==> src/rtl/qdp_pkg.sv <==
// Package for the quantized block dot product core.
// Types, constants and float helper functions; no dependencies.
package qdp_pkg;

  localparam int unsigned NumLanes   = 4;
  localparam int unsigned ElemPerLn  = 4;   // weight bytes per lane
  localparam int unsigned LaneSumW   = 15;  // 8 products, |p| <= 1024
  localparam int unsigned SumW       = 17;  // 32 products, |sum| <= 32768
  localparam logic [3:0]  NibBias    = 4'd8;
  localparam logic [31:0] CanonNan   = 32'h7FC0_0000;

  typedef enum logic [1:0] {
    ST_IDLE,
    ST_MUL1,
    ST_MUL2,
    ST_ADD
  } state_e;

  // exact fp16 -> fp32 conversion
  function automatic logic [31:0] half_to_single(input logic [15:0] h);
    logic [4:0]  ex;
    logic [9:0]  man;
    logic [7:0]  e;
    logic [31:0] r;
    logic        found;
    ex = h[14:10];
    man = h[9:0];
    r = {h[15], 31'd0};
    if (ex == 5'd0) begin
      if (man != 10'd0) begin
        e = 8'd113;
        found = 1'b0;
        // leading one search over 10 bits
        for (int i = 9; i >= 0; i--) begin
          if (!found && man[i]) begin
            found = 1'b1;
            e = 8'(113 - (10 - i));
            man = 10'(man << (10 - i));
          end
        end
        r = {h[15], e, man, 13'd0};
      end
    end else if (ex == 5'd31) begin
      r = {h[15], 8'hFF, man, 13'd0};
    end else begin
      r = {h[15], 8'(ex) + 8'd112, man, 13'd0};
    end
    return r;
  endfunction

  // fp32 multiply, NaN/inf aware: normalize the 48-bit product, round nearest even
  function automatic logic [31:0] fp_mul(input logic [31:0] a, input logic [31:0] b);
    logic        s;
    logic [9:0]  ea, eb;
    logic [23:0] ma, mb;
    logic [47:0] p;
    logic signed [11:0] e;
    logic [49:0] sh;
    logic [23:0] m;
    logic        g, st, inc;
    logic [24:0] mr;
    logic [31:0] r;
    s = a[31] ^ b[31];
    ea = {2'd0, a[30:23]};
    eb = {2'd0, b[30:23]};
    ma = {(a[30:23] != 8'd0), a[22:0]};
    mb = {(b[30:23] != 8'd0), b[22:0]};
    if (a[30:23] == 8'd0) ea = 10'd1;
    if (b[30:23] == 8'd0) eb = 10'd1;
    r = {s, 31'd0};
    if ((a[30:23] == 8'hFF && a[22:0] != 0) || (b[30:23] == 8'hFF && b[22:0] != 0)) begin
      r = CanonNan;
    end else if (a[30:23] == 8'hFF || b[30:23] == 8'hFF) begin
      if (a[30:0] == 31'd0 || b[30:0] == 31'd0) r = CanonNan;
      else r = {s, 8'hFF, 23'd0};
    end else if (ma != 24'd0 && mb != 24'd0) begin
      p = ma * mb;
      // value = p * 2^(ea+eb-254-46) ; normalize so bit 47 leads
      e = 12'(ea) + 12'(eb) - 12'sd126;  // exponent if bit 47 leads
      for (int i = 0; i < 47; i++) begin
        if (p[47] == 1'b0) begin
          p = p << 1;
          e = e - 12'sd1;
        end
      end
      sh = {p, 2'b00};
      if (e < 12'sd1) begin
        // subnormal: shift right, keep sticky
        for (int i = 0; i < 50; i++) begin
          if (e < 12'sd1) begin
            sh = {1'b0, sh[49:2], sh[1] | sh[0]};
            e = e + 12'sd1;
          end
        end
        e = 12'sd0;
      end
      m = sh[49:26];
      g = sh[25];
      st = |sh[24:0];
      inc = g & (st | m[0]);
      mr = {1'b0, m} + 25'(inc);
      if (mr[24]) begin
        mr = mr >> 1;
        e = e + 12'sd1;
      end else if (e == 12'sd0 && mr[23]) begin
        e = 12'sd1;
      end
      if (e >= 12'sd255) r = {s, 8'hFF, 23'd0};
      else r = {s, e[7:0], mr[22:0]};
    end
    return r;
  endfunction

  function automatic logic [31:0] fp_add(input logic [31:0] a, input logic [31:0] b);
    logic [31:0] x, y, r;
    logic [7:0]  ex, ey;
    logic [26:0] mx, my;
    logic [7:0]  d;
    logic [27:0] sm;
    logic signed [10:0] e;
    logic [23:0] m;
    logic        g, st, inc, s;
    logic [24:0] mr;
    if ((a[30:23] == 8'hFF && a[22:0] != 0) || (b[30:23] == 8'hFF && b[22:0] != 0)) begin
      r = CanonNan;
    end else if (a[30:23] == 8'hFF || b[30:23] == 8'hFF) begin
      if (a[30:23] == 8'hFF && b[30:23] == 8'hFF && a[31] != b[31]) r = CanonNan;
      else if (a[30:23] == 8'hFF) r = a;
      else r = b;
    end else begin
      if (a[30:0] >= b[30:0]) begin x = a; y = b; end
      else begin x = b; y = a; end
      ex = (x[30:23] == 0) ? 8'd1 : x[30:23];
      ey = (y[30:23] == 0) ? 8'd1 : y[30:23];
      mx = {(x[30:23] != 0), x[22:0], 3'd0};
      my = {(y[30:23] != 0), y[22:0], 3'd0};
      d = ex - ey;
      for (int i = 0; i < 27; i++) begin
        if (8'(i) < d) my = {1'b0, my[26:2], my[1] | my[0]};
      end
      s = x[31];
      if (x[31] == y[31]) sm = {1'b0, mx} + {1'b0, my};
      else sm = {1'b0, mx} - {1'b0, my};
      e = 11'(ex);
      if (sm == 28'd0) begin
        r = {(a[31] & b[31]), 31'd0};
      end else begin
        if (sm[27]) begin
          sm = {1'b0, sm[27:2], sm[1] | sm[0]};
          e = e + 11'sd1;
        end else begin
          for (int i = 0; i < 26; i++) begin
            if (!sm[26] && e > 11'sd1) begin
              sm = sm << 1;
              e = e - 11'sd1;
            end
          end
          if (!sm[26]) e = 11'sd0;
        end
        m = sm[26:3];
        g = sm[2];
        st = sm[1] | sm[0];
        inc = g & (st | m[0]);
        mr = {1'b0, m} + 25'(inc);
        if (mr[24]) begin
          mr = mr >> 1;
          e = e + 11'sd1;
        end else if (e == 11'sd0 && mr[23]) begin
          e = 11'sd1;
        end
        if (e >= 11'sd255) r = {s, 8'hFF, 23'd0};
        else r = {s, e[7:0], mr[22:0]};
      end
    end
    return r;
  endfunction

endpackage

==> src/rtl/qdp_lane.sv <==
// One dot product lane: four weight bytes against eight activations.
// Depends on qdp_pkg.
module qdp_lane (
  input  logic [31:0] wbytes_i,
  input  logic [31:0] act_lo_i,
  input  logic [31:0] act_hi_i,
  output logic signed [qdp_pkg::LaneSumW-1:0] sum_o
);
  import qdp_pkg::*;

  always_comb begin
    logic signed [LaneSumW-1:0] acc;
    logic signed [4:0] wl, wh;
    acc = '0;
    for (int k = 0; k < ElemPerLn; k++) begin
      wl = $signed({1'b0, wbytes_i[8*k +: 4]}) - $signed({1'b0, NibBias});
      wh = $signed({1'b0, wbytes_i[8*k+4 +: 4]}) - $signed({1'b0, NibBias});
      acc = acc + LaneSumW'(wl * $signed(act_lo_i[8*k +: 8]))
                + LaneSumW'(wh * $signed(act_hi_i[8*k +: 8]));
    end
    sum_o = acc;
  end
endmodule

==> config.mk <==
export PLATFORM = sky130hd
export DESIGN_NAME = qdp_lane
export DESIGN_NICKNAME = d
export VERILOG_FILES = /design/src/rtl/qdp_pkg.sv /design/src/rtl/qdp_lane.sv
export SDC_FILE = /design/constraint.sdc
export NUM_CORES = 1
export LEC_CHECK = 0
export ABC_AREA = 1
export BUFFER_PORTS_ARGS = -buffer_cell sky130_fd_sc_hd__buf_2
export CORE_MARGIN = 2
export CORE_UTILIZATION = 50
export DETAILED_ROUTE_END_ITERATION = 8
export GPL_TIMING_DRIVEN = 0
export PLACE_DENSITY = 0.71
export SLEW_MARGIN = 5
export SYNTH_ARGS = -nofsm -noshare
export SYNTH_HDL_FRONTEND = slang
export SYNTH_SLANG_ARGS = --single-unit
==> constraint.sdc <==
create_clock -name vclk -period 10.5
set_clock_uncertainty 0.15 [all_clocks]
set_input_delay 1.05 -clock vclk [all_inputs]
set_output_delay 1.05 -clock vclk [all_outputs]
set_load 0.03 [all_outputs]
==> flow_summary.yaml <==
detailed_routing:
  drtIter0Drc: 504
  vias: 9488
  met3_length_um: 918
  firstDrtPassIters: 5
  highest_layer: "met4"
  wl_per_cell_um: 13.7
  routed_wl_um: 27900
  wl_met2_um: 14700
  post_drt_via_cell_ratio: 4.66
  met1_length_um: 11200
  postRouteAntennaNets: 0
  drc: 0
placed_design:
  gp_congestion: 0.844
  dpl.hpwl_um: 26700
  io_buffers: 85
outcome:
  status: "finished, final reports clean"
floorplan:
  die_h_um: 168
  rows: 60
  die_area_um2: 28200
  core_area_um2: 26700
  io_pins: 111
  die_x_um: 168
  start_util_pct: 50.4
synth:
  synth_warnings: 0
  synth.most_common_cell: "inv_1"
  syn_nets: 2182
  syn_inst: 1603
  synth_top_area_share_pct: 58.8
  syn-cell-area_um2: 13400
  yosysUniqueCellTypes: 26
  synth_commonest_cells: "597 x inv_1, 395 x fa_1, 312 x nand2_1"
  synth_top_area_cell: "fa_1"
  ys_seq_area_share_pct: 0
  avgSynthCellArea_um2: 8.39
  synth.area.top_cells: "fa_1 59%, inv_1 17%, nand2_1 8.7%"
global_route:
  grt_overflow: 0
  grt_antenna_before_repair: 5
  grt_max_degree: 11
  grt_pass1_vias: 10400
  grtUsageTotal_pct: 21.8
  grt_pass1_wl_um: 49000
sta:
  timing.fmax_ghz: 0.107
  setup_viol: 0
  final.setup.tns_ps: 0
  relSlewSlack_pct: 60.7
  rsz0062_at_grt: "no"
  worst_slew_pin_slew_ps: 590
  hold_viol_final: 0
  finalCritPeriodShare_pct: 88.7
  slew_violations: 0
  period_minus_slack_ps: 9310
critical_path:
  crit_fanout: 9
  critPathArrivalTime_ps: 8110
  path_class: "primary input to output port"
  endpoint_kind: "output port"
  start_kind: "primary input"
  required_ps: 9300
layout:
  area_delta_synth_final_pct: 6.43
  final_nets: 2269
  drive_above_1_share_pct: 6.75
  seq_cells: 0
  nFillCells: 2460
  regArea_um2: 0
  nClkBuffers: 0
hold_path:
  hp-class: "primary input to output port"
clocking:
  post_cts_buffers: 0
  ctsResizeCount: 0
  cts_hold_buf: 0
flow_run:
  cap_violations: 0
[cells by family (layout without fill, tap and decap cells)]
| family | after synthesis | after routing | share of synthesized area, % |
|---|---|---|---|
| AND/OR/NAND/NOR | 446 | 446 | 13.1 |
| XOR/XNOR | 16 | 16 | 1.04 |
| buffers and inverters | 636 | 721 | 17.8 |
| AO/OA/AOI/OAI | 22 | 22 | 1.04 |
| other | 0 | 5 | 0 |
| adder cells (fa/ha/maj) | 483 | 483 | 67.0 |
[worst max-delay path, stage by stage]
cell and delay, ps:
clkbuf_1 320, clkinv_1 410, fa_1 780, fa_1 470, fa_1 510, fa_1 510, inv_1 60, fa_1 460
fa_1 510, inv_1 50, fa_1 520, inv_1 50, fa_1 370, inv_1 90, fa_1 420, ha_1 360
a21oi_1 220, o21ai_1 100, nand2_1 90, nand3_2 120, a21oi_2 260, nand3_1 100, nand2_1 70, buf_2 190
[cell usage in the layout (no fill, tap or decap), types with 3 or more instances in the layout]
master and instances:
inv_1 597, xor2_1 11, nand2_2 3, nand2_1 312, o21ai_1 3, clkbuf_1 31, a21oi_1 9, fa_1 395
ha_1 88, a21o_1 3, buf_2 85, or2_2 13, nand3_2 3, nand3_1 15, xnor2_1 5, inv_2 5
diode_2 5, nor2_1 96
[path summary, 6_finish.rpt]
path | start | end | depth (start not counted)
setup / recovery | wbytes_i[11] | sum_o[14] | 24
hold / removal | act_lo_i[18] | sum_o[0] | 5
[routing by layer]
layer,global-route usage [%],up-vias
li1,-,4490
met1,28.6,4714
met2,39.5,226
met3,0.752,58
met4,6.62,0
met5,0,-
[metrics by stage]
step / cell area, µm² / utilization, % / hold WS [ps] / setup WS (ps) / instances
floorplan: 13400 / - / 2530 / 1940 / 1603
global placement: 14300 / 53.6 / 2880 / 1270 / 2029
detailed placement: 14300 / 53.6 / 2900 / 1220 / 2029
CTS: 14300 / 53.6 / 2910 / 1190 / 2029
global route: 14300 / 53.7 / 2990 / 817 / 2034
finish: 14300 / 53.7 / 2890 / 1190 / 2034
[final cells by class]
class / instances / area (µm²) / area share [%]
timing repair buffer: 85 / 425 / 2.97
buffer: 32 / 124 / 0.866
antenna: 5 / 12.5 / 0.0874
multi-input combinational: 967 / 11100 / 77.2
inverter: 604 / 2270 / 15.8
tap: 341 / 427 / 2.98
Power is not shown: default switching activity piles up to over one toggle a cycle in this logic, so the estimate is an artifact.
